$ cat config.mk
export PLATFORM = sky130hd
export DESIGN_NAME = ist_cell
export DESIGN_NICKNAME = d
export VERILOG_FILES = /design/src/rtl/ist_pkg.sv /design/src/rtl/ist_cell.sv
export SDC_FILE = /design/constraint.sdc
export NUM_CORES = 1
export LEC_CHECK = 0
export BUFFER_PORTS_ARGS = -buffer_cell sky130_fd_sc_hd__buf_2
export CORE_AREA = 2 2 129 131
export CTS_BUF_LIST = sky130_fd_sc_hd__clkbuf_16
export DETAILED_ROUTE_END_ITERATION = 7
export DIE_AREA = 0 0 131 133
export PLACE_DENSITY_LB_ADDON = 0.3
export SLEW_MARGIN = 25
export SYNTH_ARGS = -nofsm -noshare
export SYNTH_HDL_FRONTEND = slang
export SYNTH_SLANG_ARGS = --single-unit
$ cat constraint.sdc
create_clock -name clk -period 4.3 [get_ports clk]
set_clock_uncertainty 0.2 [all_clocks]
set_input_delay 0.86 -clock clk [delete_from_list [all_inputs] [get_ports clk]]
set_output_delay 0.86 -clock clk [all_outputs]
set_load 0.02 [all_outputs]
$ cat src/rtl/ist_pkg.sv
`timescale 1ns / 1ps
`default_nettype none
package ist_pkg;
  localparam int DEPTH = 64;
  localparam int COORD_BITS = 32;
  localparam int CNT_W = $clog2(DEPTH + 1);

  localparam logic [1:0] MODE_ADD    = 2'd0;
  localparam logic [1:0] MODE_QUERY  = 2'd1;
  localparam logic [1:0] MODE_REMOVE = 2'd2;
  localparam logic [1:0] MODE_UNUSED = 2'd3;

  typedef logic [COORD_BITS-1:0] coord_t;

  typedef struct packed {
    logic [1:0] mode;
    logic [31:0] range_start;
    logic [31:0] range_end;
  } in_word_t;

  typedef struct packed {
    logic covered;
    logic overflow;
  } out_word_t;

  // one interval travelling along the chain
  typedef struct packed {
    logic   vld;
    coord_t lo;
    coord_t hi;
  } ival_t;

  // broadcast control from the sequencer to every cell
  typedef struct packed {
    logic   load;    // snapshot table into shadow
    logic   step;    // one shift of the rebuild chain
    logic   pop;     // rotate the shadow ring one slot toward the tail
    logic   commit;  // copy rebuilt table back
    logic   restore; // put the shadow back (rejected item)
    logic   rem;     // remove mode
    coord_t s;
    coord_t e;
  } cell_ctl_t;
endpackage
`default_nettype wire

$ cat src/rtl/ist_cell.sv
`timescale 1ns / 1ps
`default_nettype none
// One table slot. Holds an interval and a shadow copy; during a rebuild the
// table shifts one slot toward the tail on each step, fed at the chain head,
// and the shadows rotate as a ring so the tail shadow gives the old entries.
module ist_cell (
  input  wire logic               clk,
  input  wire logic               rst_n,
  input  wire ist_pkg::cell_ctl_t ctl,
  input  wire ist_pkg::ival_t     prev,
  output      ist_pkg::ival_t     cur,
  input  wire ist_pkg::ival_t     sh_prev,
  output      ist_pkg::ival_t     sh_cur,
  output      logic               cov
);
  import ist_pkg::*;

  ival_t q_r, q_nxt, sh_r, sh_nxt;

  assign cur    = q_r;
  assign sh_cur = sh_r;
  assign cov    = q_r.vld && (q_r.lo <= ctl.s) && (q_r.hi >= ctl.e);

  always_comb begin
    q_nxt  = q_r;
    sh_nxt = sh_r;
    if (ctl.load) begin
      sh_nxt = q_r;
    end else if (ctl.pop) begin
      sh_nxt = sh_prev;
    end
    if (ctl.step) begin
      q_nxt = prev;
    end else if (ctl.restore) begin
      q_nxt = sh_r;
    end
  end

  always_ff @(posedge clk) begin
    if (!rst_n) begin
      q_r.vld  <= 1'b0;
      sh_r.vld <= 1'b0;
    end else begin
      q_r.vld  <= q_nxt.vld;
      sh_r.vld <= sh_nxt.vld;
    end
    q_r.lo  <= q_nxt.lo;
    q_r.hi  <= q_nxt.hi;
    sh_r.lo <= sh_nxt.lo;
    sh_r.hi <= sh_nxt.hi;
  end
endmodule
`default_nettype wire

Word level (Yosys, flattened, before mapping) --
Index checks and enable logic that the tools add are counted.
Storage, ports and cells: bits in registers 130, input bits 202
Operators by class: magnitude comparators 2, multiplexer cells 4, reductions and logical operators 4
Operators by type and width (number):
- 65-bit 2-to-1 mux | 4
- 32-bit greater-or-equal comparator | 1
- 32-bit <= comparator | 1
- 2-bit nonzero test | 2
- 1-bit logical AND | 2

Logic depth before layout (Yosys ltp) --
Gate-level depths: netlist (run 1).
depth after elaboration 3, mapped depth 8

Worst setup path after synthesis (run 1) --
No wires, ideal clock.
kind input-to-output, start input ctl[47] in the netlist's numbering, end output cov, arrival time 2.536 ns, data required time 3.240 ns, slack 0.704 ns, stages 8, buffers on the path 0, cells stage by stage inv_1 -> ha_1 -> nand4_2 -> nor4_1 -> a21boi_1 -> or4b_1 -> a221o_1 -> a2bb2oi_2
Between the ends: longest elaborated chain between the ends 3
Ends and longest elaborated chain:
- from (decl) | RTL line ist_cell.sv:9 | input wire ist_pkg::cell_ctl_t ctl,
- 32-bit <= comparator | RTL line ist_cell.sv:22 | assign cov = q_r.vld && (q_r.lo <= ctl.s) && (q_r.hi >= ctl.e);
- 1-bit logical AND (2 in a row) | RTL line ist_cell.sv:22
- to (decl) | RTL line ist_cell.sv:14 | output logic cov
Every way passes these cells.

Worst setup path after layout (run 1) --
start input ctl[43] in the netlist's numbering, end output cov
The elaborated chain is that of the path after synthesis.

==> results.md, run 1 <==
- Arrival @ worst endpoint: 2.95 ns
- Layout cells sized above 1: 0.555
- Crit-path slowest cell: or4b_1
- Hold Crit Start: sh_cur[4]
- I/O pins: 333
- Seq/Total Area, Yosys: 0.548
- Post-CTS Hold Fix Bufs: 0
- HP Class: flip-flop to flip-flop
- Clock tree from TritonCTS: built
- Die ar.: around 0.017 mm^2
- Reg2reg end: sh_cur[35]
- Most used DFF post-synth: edfxtp_1
- Cell variety after synth: 40
- VDD IR-drop max: 270 uV
- Area growth, synth to finish: 34.8%
- Peak Freq: between 200 and 250 MHz
- Placer's final routability congestion estimate: between 0.7 and 0.8
- GRT Overall Usage: 0.222
- DRC: 0
- I/O Buffers: 330
- Detailed placement HPWL: about 15,000 um
- Clk buf depth: 2
- CP Capture Type: output pin
- Most frequent cell after synthesis: edfxtp_1
- Largest net degree at the start of global routing: between 60 and 70
- Yosys top cell by area: edfxtp_1
- Async SR Flop Fraction: 0
- TNS Setup: 0 ns
- Row cnt: 47
- Fin crit share: 0.932
- H-tree Lvls: 4
- Final wirelength: roughly 20,000 um
- P_leak: between 4 and 5 nW
- Crit-path max FO: 3
- Synth area leaders: edfxtp_1 (54%), mux2_2 (18%), ha_1 (11%)
- Post-synth top cells: edfxtp_1 (128), mux2_2 (116), inv_1 (67)
- Layout Nets: 1,119
- Combinational share of power: 0.208
- Clk sinks: 130
- Max-cap violations: 0
- DR iter-0 viols: 220
- Power density cells: a little under 400 mW/mm^2
- Slew Viols, Final: 0
- Slew @ Worst Pin: roughly 0.97 ns
- Vias in the first global route: 5,533
- Reg-to-Reg Start: cur[35]
- Share of the synthesized area in the top cell type: 0.542
- Initial antenna violation count: 2
- CP Class: input pin to output pin
- Most used cell, CP: buf_2
- Startpoint class of the critical path: input pin
- P_sw: roughly 0.0011 W
- Routed via count: ~5,400
- First-pass GRT wire length: 28,800 um
- RSZ-0062 raised after global routing: no
- Core area: around 0.016 mm^2
- Min Tclk post-route: between 4 and 5 ns
- Post-CTS sizing: 0
- Final hold viol count: 0
- DR vias/cell: a little under 5
- Die span in x: ~130 um
- Slew headroom: 0.355
- Hold Crit Endpoint: cur[4]
- Worst setup margin: slightly below 0.3 ns
- Die Span Y: about 130 um
- Syn nets: between 700 and 800
- Hold path depth: 1
- Worst path cell trace: buf_2 > inv_1 > ha_1 > nand4_1 > nor4_1 > a21boi_1 > or4b_1 > a221o_1 > a2bb2oi_2 > buf_2
- Area of the mapped netlist: ~0.0071 mm^2
- Switching Share: 0.286
- Number of synthesized register bits: 130
- GR Overflow Total: 0
- Post-CTS Setup Bufs: 0
- Status: finished, final reports clean
- Cells on worst reg2reg path: 1
- TritonCTS Buffers: 17
- Final Setup Violations: 0
- First-pass iteration count of the detailed router: 4
- Clock root cell: clkbuf_16
- Reg-to-reg setup timing slack: between 3 and 4 ns
- Syn_area_per_cell: ~14 um^2
- Synth Warn #: 0
- Clk_lat worst skew: 0.41 ns
- Initial Util: 0.438
- Cells after Synth: around 510
- Post-synth EDFFs: ~130
- Sequential power share: 0.440
- Avg WL per Cell: approximately 18 um
- Pint: between 0.002 and 0.003 W
- CP peak stage delay: about 0.56 ns
- Worst Path Required: approximately 3.2 ns
- Pre-CTS setup slack: ~0.31 ns
- Clock power share: 0.352
- Antenna viol nets, final: 0
- Clk slew on worst S/H paths: around 0.05 ns
critical path, delay by kind of cell:
family	cells	cell delay, ns
compound gates	3	0.64
fa+ha+maj	1	0.32
buf+inv	3	0.32
simple gates	3	0.79
layer usage:
metal  share of wire  track usage  vias to the layer above  routed length (um)
met1            0.41        0.256                     2514                7980
met4           0.018       0.0721                        0                 345
li1                -            -                     2607                   -
met3           0.085       0.0744                       28                1670
met5               0            0                        -                   0
met2            0.49        0.386                      244                9600
layout make-up:
cell class | count | area (um^2)
inverters | 67 | 251
multi-input cells | 303 | 2900
well taps | 220 | 275
flip-flops and latches | 130 | 3880
clock inverters | 15 | 104
diodes | 2 | 5.00
repair buffers | 334 | 1710
fillers | 1350 | 6620
clock buffers | 17 | 425
cell families after synthesis:
group / after synthesis / share of synthesized area
buffers and inverters: 81 / 0.0436
DFF: 130 / 0.548
muxes: 130 / 0.206
adders and majority gates: 64 / 0.113
AOI/OAI and AO/OA: 56 / 0.0485
and+or+nand+nor: 53 / 0.0409
worst max-delay path by stage:
stage          startpoint  end  slack (ns)  depth (start not counted)
2_1_floorplan     ctl[47]  cov        0.70                          8
3_3_place_gp      ctl[47]  cov        0.32                         10
3_5_place_dp      ctl[47]  cov        0.31                         10
4_1_cts           ctl[43]  cov        0.28                         10
5_1_grt           ctl[43]  cov        0.19                         10
6_report          ctl[43]  cov        0.29                         10
power groups by stage:
stage                     combinational, W  clock, W  sequential, W
after floorplan                   0.000316         0        0.00183
after detailed placement          0.000783         0        0.00169
after CTS                         0.000790   0.00135        0.00166
after global placement            0.000771         0        0.00168
final                             0.000784   0.00132        0.00166
after global routing              0.000864   0.00139        0.00168
flip-flops by register name, indices dropped and copies added, names as in the netlist:
signal / count
cur: 65
sh_cur: 65
placed cells by master (no fill, tap or decap), types with 3 or more instances in the layout:
cell	n
a21oi_1	25
inv_1	70
nand4_1	8
clkinv_1	4
a211oi_1	3
clkbuf_16	17
a21o_1	4
nor2_1	5
clkinv_2	3
ha_1	64
buf_4	5
nand3_1	5
buf_2	328
edfxtp_1	128
mux2_2	116
mux2_1	12
nand2_1	18
o21ai_0	12
nor4_1	3
metrics by stage:
step / hold WS [ns] / instances / area, um^2 / power, W / utilization
5_1_grt: 0.376 / 1088 / 9550 / 0.00393 / 0.591
2_1_floorplan: 0.490 / 514 / 7090 / 0.00214 / -
3_3_place_gp: 0.335 / 1053 / 8990 / 0.00245 / 0.556
3_5_place_dp: 0.341 / 1053 / 8990 / 0.00247 / 0.556
6_report: 0.355 / 1088 / 9550 / 0.00377 / 0.591
4_1_cts: 0.360 / 1085 / 9520 / 0.00380 / 0.589
(Power assumes the default switching activity.)
==> run 2, diff against run 1 <==
--- a/config.mk
+++ b/config.mk
@@ -6,11 +6,12 @@
 export NUM_CORES = 1
 export LEC_CHECK = 0
 export BUFFER_PORTS_ARGS = -buffer_cell sky130_fd_sc_hd__buf_2
-export CORE_AREA = 2 2 129 131
+export CORE_ASPECT_RATIO = 0.75
+export CORE_UTILIZATION = 45
 export CTS_BUF_LIST = sky130_fd_sc_hd__clkbuf_16
 export DETAILED_ROUTE_END_ITERATION = 7
-export DIE_AREA = 0 0 131 133
 export PLACE_DENSITY_LB_ADDON = 0.3
+export REMOVE_ABC_BUFFERS = 1
 export SLEW_MARGIN = 25
 export SYNTH_ARGS = -nofsm -noshare
 export SYNTH_HDL_FRONTEND = slang
==> results.md, run 2 (synthesis results as in run 1) <==
- Worst setup margin: 0.374 ns (+0.0814 ns)
- Hold path depth: 1 (unchanged)
- H-tree Lvls: 4 (unchanged)
- Post-CTS sizing: 0 (unchanged)
- Clk_lat worst skew: 0.42 ns (about the same)
- Slew @ Worst Pin: 1.00 ns (+0.0346 ns)
- VDD IR-drop max: 235 uV (-13%)
- Power density cells: 400 mW/mm^2 (+1.5%)
- Die ar.: 0.0163 mm^2 (-6.6%)
- Post-route cell area: 0.00954 mm^2 (-0.14%)
- Post-CTS Hold Fix Bufs: 0 (unchanged)
- P_sw: 0.00107 W (-0.64%)
- Antenna viol nets, final: 0 (unchanged)
- Final Setup Violations: 0 (unchanged)
- Pre-CTS setup slack: 0.341 ns (+0.0258 ns)
- CP Capture Type: output pin
- CP Class: input pin to output pin
- Clk sinks: 130 (unchanged)
- Worst hold margin: 0.365 ns (+0.00994 ns)
- Avg WL per Cell: 17.8 um (-0.95%)
- Slew headroom: 0.332 (-0.0230)
- Clock tree from TritonCTS: built
- Placer's final routability congestion estimate: 0.854 (+11%)
- Reg-to-Reg Start: cur[5]
- Layout cells sized above 1: 0.556 (+0.000642)
- Initial Util: 0.463 (+0.0243)
- DR vias/cell: 5.03 (+1.5%)
- GRT Overall Usage: 0.239 (+0.0165)
- Most common cell after layout, fill and taps aside: buf_2
- Cells on worst reg2reg path: 1 (unchanged)
- Slew Viols, Final: 0 (unchanged)
- Final wirelength: 19,100 um (-2.4%)
- Switching Share: 0.280 (-0.00568)
- Layout Utilization: 0.623 (+0.0319)
- Vias in the first global route: 5,407 (-2.3%)
- Most frequent cells in the layout: buf_2 (330), edfxtp_1 (128), mux2_2 (116), inv_1 (71), ha_1 (64)
- Fin crit share: 0.913 (-0.0189)
- Pint: 0.00275 W (+2.2%)
- Min Tclk post-route: 3.93 ns (-0.0814 ns)
- Combinational share of power: 0.205 (-0.003)
- Die Span Y: 111 um (-17%)
- Sequential power share: 0.434 (-0.006)
- Reg2reg end: sh_cur[5]
- DR iter-0 viols: 228 (+3.6%)
- RSZ-0062 raised after global routing: no
- Die span in x: 147 um (+12%)
- TritonCTS Buffers: 17 (unchanged)
- I/O pins: 333 (unchanged)
- Hold Crit Start: sh_cur[3]
- Detailed placement HPWL: 13,700 um (-6.7%)
- Arrival @ worst endpoint: 2.87 ns (-0.08 ns)
- GR Overflow Total: 0 (unchanged)
- Clock root cell: clkbuf_16
- DRC: 0 (unchanged)
- Area growth, synth to finish: 34.6%
- Max-cap violations: 0 (unchanged)
- Largest net degree at the start of global routing: 67 (+3.1%)
- Hold Crit Endpoint: cur[3]
- Core area: 0.0153 mm^2 (-5.3%)
- Clk buf depth: 2 (unchanged)
- Row cnt: 39 (-17%)
- I/O Buffers: 330 (unchanged)
- First-pass iteration count of the detailed router: 4 (unchanged)
- Final hold viol count: 0 (unchanged)
- First-pass GRT wire length: 29,100 um (+0.91%)
- HP Class: flip-flop to flip-flop
- Status: finished, final reports clean
- Peak Freq: 255 MHz (+2.1%)
- Clk slew on worst S/H paths: 0.06 ns (about the same)
- Startpoint class of the critical path: input pin
- Routed via count: 5,394 (+0.019%)
- Layout Nets: 1,118 (-0.089%)
- TNS Setup: 0 ns (unchanged)
- Clock power share: 0.361 (+0.009)
- Reg-to-reg setup timing slack: 3.10 ns (+0.05 ns)
- Placed Area: 0.00896 mm^2 (-0.35%)
- Worst Path Required: 3.24 ns (about the same)
- Initial antenna violation count: 3 (+1)
- Post-CTS Setup Bufs: 0 (unchanged)
- Crit-path max FO: 3 (unchanged)
- P_leak: 4.49 nW (about the same)
run 2: critical path: stages:
cell and delay (ns):
buf_2 0.08, inv_1 0.04, ha_1 0.32, nand4_1 0.13, nor4_1 0.10, a21boi_1 0.13, or4b_1 0.54, a221o_1 0.33
a2bb2oi_2 0.13, buf_2 0.21
run 2: through the flow:
step	std cells	power [W]
floorplan	500	0.00212
global route	1072	0.00398
CTS	1069	0.00384
finish	1072	0.00382
detailed placement	1037	0.00246
global placement	1037	0.00245
run 2: final cells by class:
| type | instances | area, um^2 |
|---|---|---|
| Tap cell | 205 | 256 |
| Sequential cell | 130 | 3880 |
| Antenna cell | 2 | 5.00 |
| Timing Repair Buffer | 333 | 1690 |
| Fill cell | 1231 | 5780 |
| Clock buffer | 17 | 425 |
| Clock inverter | 15 | 129 |
| Multi-Input combinational cell | 303 | 2900 |
| Inverter | 67 | 251 |
run 2: per-layer routing:
layer	track usage	share of wire	wire [um]
met1	0.292	0.42	8110
met2	0.391	0.48	9120
met3	0.0852	0.083	1600
met4	0.0804	0.015	286
met5	0	0.00068	13
run 2: how the worst max path moves through the flow:
stage                 start  endpoint  slack (ns)
finish              ctl[43]       cov        0.37
global route        ctl[47]       cov        0.24
CTS                 ctl[43]       cov        0.33
floorplan           ctl[47]       cov        0.70
detailed placement  ctl[43]       cov        0.34
global placement    ctl[43]       cov        0.36
run 2: power by group through the flow:
stage / sequential [W] / combinational [W] / clock [W]
5_1_grt: 0.00167 / 0.000853 / 0.00145
3_5_place_dp: 0.00168 / 0.000780 / 0
4_1_cts: 0.00166 / 0.000786 / 0.00140
3_3_place_gp: 0.00168 / 0.000768 / 0
2_1_floorplan: 0.00183 / 0.000297 / 0
6_report: 0.00166 / 0.000782 / 0.00138
==> run 3, diff against run 2 <==
--- a/config.mk
+++ b/config.mk
@@ -11,7 +11,6 @@
 export CTS_BUF_LIST = sky130_fd_sc_hd__clkbuf_16
 export DETAILED_ROUTE_END_ITERATION = 7
 export PLACE_DENSITY_LB_ADDON = 0.3
-export REMOVE_ABC_BUFFERS = 1
 export SLEW_MARGIN = 25
 export SYNTH_ARGS = -nofsm -noshare
 export SYNTH_HDL_FRONTEND = slang
==> results.md, run 3 (synthesis results as in run 1) <==
- Layout Nets: 1,118 (unchanged)
- Most common cell after layout, fill and taps aside: buf_2
- CP peak stage delay: 0.54 ns (about the same)
- Final hold viol count: 0 (unchanged)
- Layout cells sized above 1: 0.553 (-0.00335)
- Final Setup Violations: 0 (unchanged)
- CP Capture Type: output pin
- Worst setup margin: 0.338 ns (-0.0367 ns)
- First-pass iteration count of the detailed router: 4 (unchanged)
- I/O Buffers: 330 (unchanged)
- Avg WL per Cell: 17.7 um (-0.90%)
- Max-cap violations: 0 (unchanged)
- Post-CTS sizing: 0 (unchanged)
- DRC: 0 (unchanged)
- CP Class: input pin to output pin
- Initial Util: 0.463 (unchanged)
- Reg-to-Reg Start: cur[50]
- I/O pins: 333 (unchanged)
- # diodes: 0 (-2)
- DR iter-0 viols: 214 (-6.1%)
- Power density cells: 396 mW/mm^2 (-1.0%)
- Clk slew on worst S/H paths: 0.06 ns (about the same)
- Core area: 0.0153 mm^2 (unchanged)
- Clk sinks: 130 (unchanged)
- Die ar.: 0.0163 mm^2 (unchanged)
- Crit-path max FO: 3 (unchanged)
- Hold Crit Start: sh_cur[2]
- Dpl cells: 1,038 (+0.096%)
- TNS Setup: 0 ns (unchanged)
- Worst path cell trace: buf_2 > inv_1 > ha_1 > nand4_2 > nor4_1 > a21boi_1 > or4b_1 > a221o_1 > a2bb2oi_2 > buf_2
- Layout Utilization: 0.621 (-0.00155)
- Register area: 0.00388 mm^2 (unchanged)
- Die span in x: 147 um (unchanged)
- Vias in the first global route: 5,312 (-1.8%)
- RSZ-0062 raised after global routing: no
- Slew headroom: 0.334 (+0.00196)
- TritonCTS Buffers: 17 (unchanged)
- Critical path origin: ctl[47]
- Fin crit share: 0.921 (+0.00853)
- Slew @ Worst Pin: 0.999 ns (-0.00294 ns)
- Post-CTS Setup Bufs: 0 (unchanged)
- Area growth, synth to finish: 34.2%
- Min Tclk post-route: 3.96 ns (+0.0367 ns)
- Initial antenna violation count: 0 (-3)
- Crit-path slowest cell: or4b_1
- Most used cell, CP: buf_2
- Slew Viols, Final: 0 (unchanged)
- GR Overflow Total: 0 (unchanged)
- HP Class: flip-flop to flip-flop
- Startpoint class of the critical path: input pin
- Detailed placement HPWL: 14,000 um (+2.0%)
- DR vias/cell: 5.02 (-0.26%)
- Most frequent cells in the layout: buf_2 (329), edfxtp_1 (128), mux2_2 (116), inv_1 (72), ha_1 (64)
- Clk buf depth: 2 (unchanged)
- Post-route cell area: 0.00952 mm^2 (-0.25%)
- CP bufs+invs: 3 (unchanged)
- Clock root cell: clkbuf_16
- VDD IR-drop max: 235 uV (+0.32%)
- Cell family with most CP delay: simple AND/OR/NAND/NOR gates
- H-tree Lvls: 4 (unchanged)
- Routed via count: 5,360 (-0.63%)
- Area of the multi-input gates: 0.00290 mm^2 (unchanged)
- Status: finished, final reports clean
- Arrival @ worst endpoint: 2.90 ns (+0.03 ns)
- Placed Area: 0.00898 mm^2 (+0.25%)
- Clk_lat worst skew: 0.40 ns (-0.02 ns)
- Pre-CTS setup slack: 0.295 ns (-0.0458 ns)
- Fillers: 1,232 (+0.081%)
- First-pass GRT wire length: 28,800 um (-0.97%)
- Final wirelength: 18,900 um (-1.3%)
- Antenna viol nets, final: 0 (unchanged)
- Worst Path Required: 3.24 ns (about the same)
- Post-CTS Hold Fix Bufs: 0 (unchanged)
- Peak Freq: 252 MHz (-0.93%)
- Die Span Y: 111 um (unchanged)
- Row cnt: 39 (unchanged)
- Placer's final routability congestion estimate: 0.824 (-3.6%)
- Non-filler instance count after layout: 1,068 (-0.37%)
- Largest net degree at the start of global routing: 67 (unchanged)
- Clock tree from TritonCTS: built
- GRT Overall Usage: 0.235 (-0.00359)
- P_leak: 4.49 nW (about the same)
[run 3: final timing paths]
kind                end  slack [ns]  cells past startpoint
min              cur[2]        0.36                      1
max                 cov        0.34                     10
max reg2reg  sh_cur[50]        3.09                      1
min reg2reg      cur[2]        0.36                      1
[run 3: per-layer routing]
| layer | share of wire | GRT usage | vias up |
|---|---|---|---|
| met2 | 0.49 | 0.398 | 218 |
| met4 | 0.011 | 0.0591 | 0 |
| met5 | 0 | 0 | - |
| met1 | 0.43 | 0.297 | 2526 |
| li1 | - | - | 2597 |
| met3 | 0.073 | 0.0650 | 19 |
[run 3: final cells by class]
| cell class | instances | area share |
|---|---|---|
| clock buffers | 17 | 0.0447 |
| clock inverters | 13 | 0.0113 |
| inverters | 67 | 0.0264 |
| multi-input cells | 303 | 0.305 |
| flip-flops and latches | 130 | 0.408 |
| well taps | 205 | 0.0270 |
| repair buffers | 333 | 0.178 |
[run 3: where the power goes]
group	total [W]	internal, W	leakage [nW]	switching [W]
logic	0.000779	0.000347	2.89	0.000432
clock network	0.00133	0.000826	0.277	0.000505
registers	0.00166	0.00157	1.32	0.0000941
[run 3: through the flow]
step	power, W	hold WS (ns)
final	0.00377	0.360
after global placement	0.00245	0.337
after CTS	0.00380	0.359
after floorplan	0.00214	0.490
after global routing	0.00394	0.379
after detailed placement	0.00246	0.345
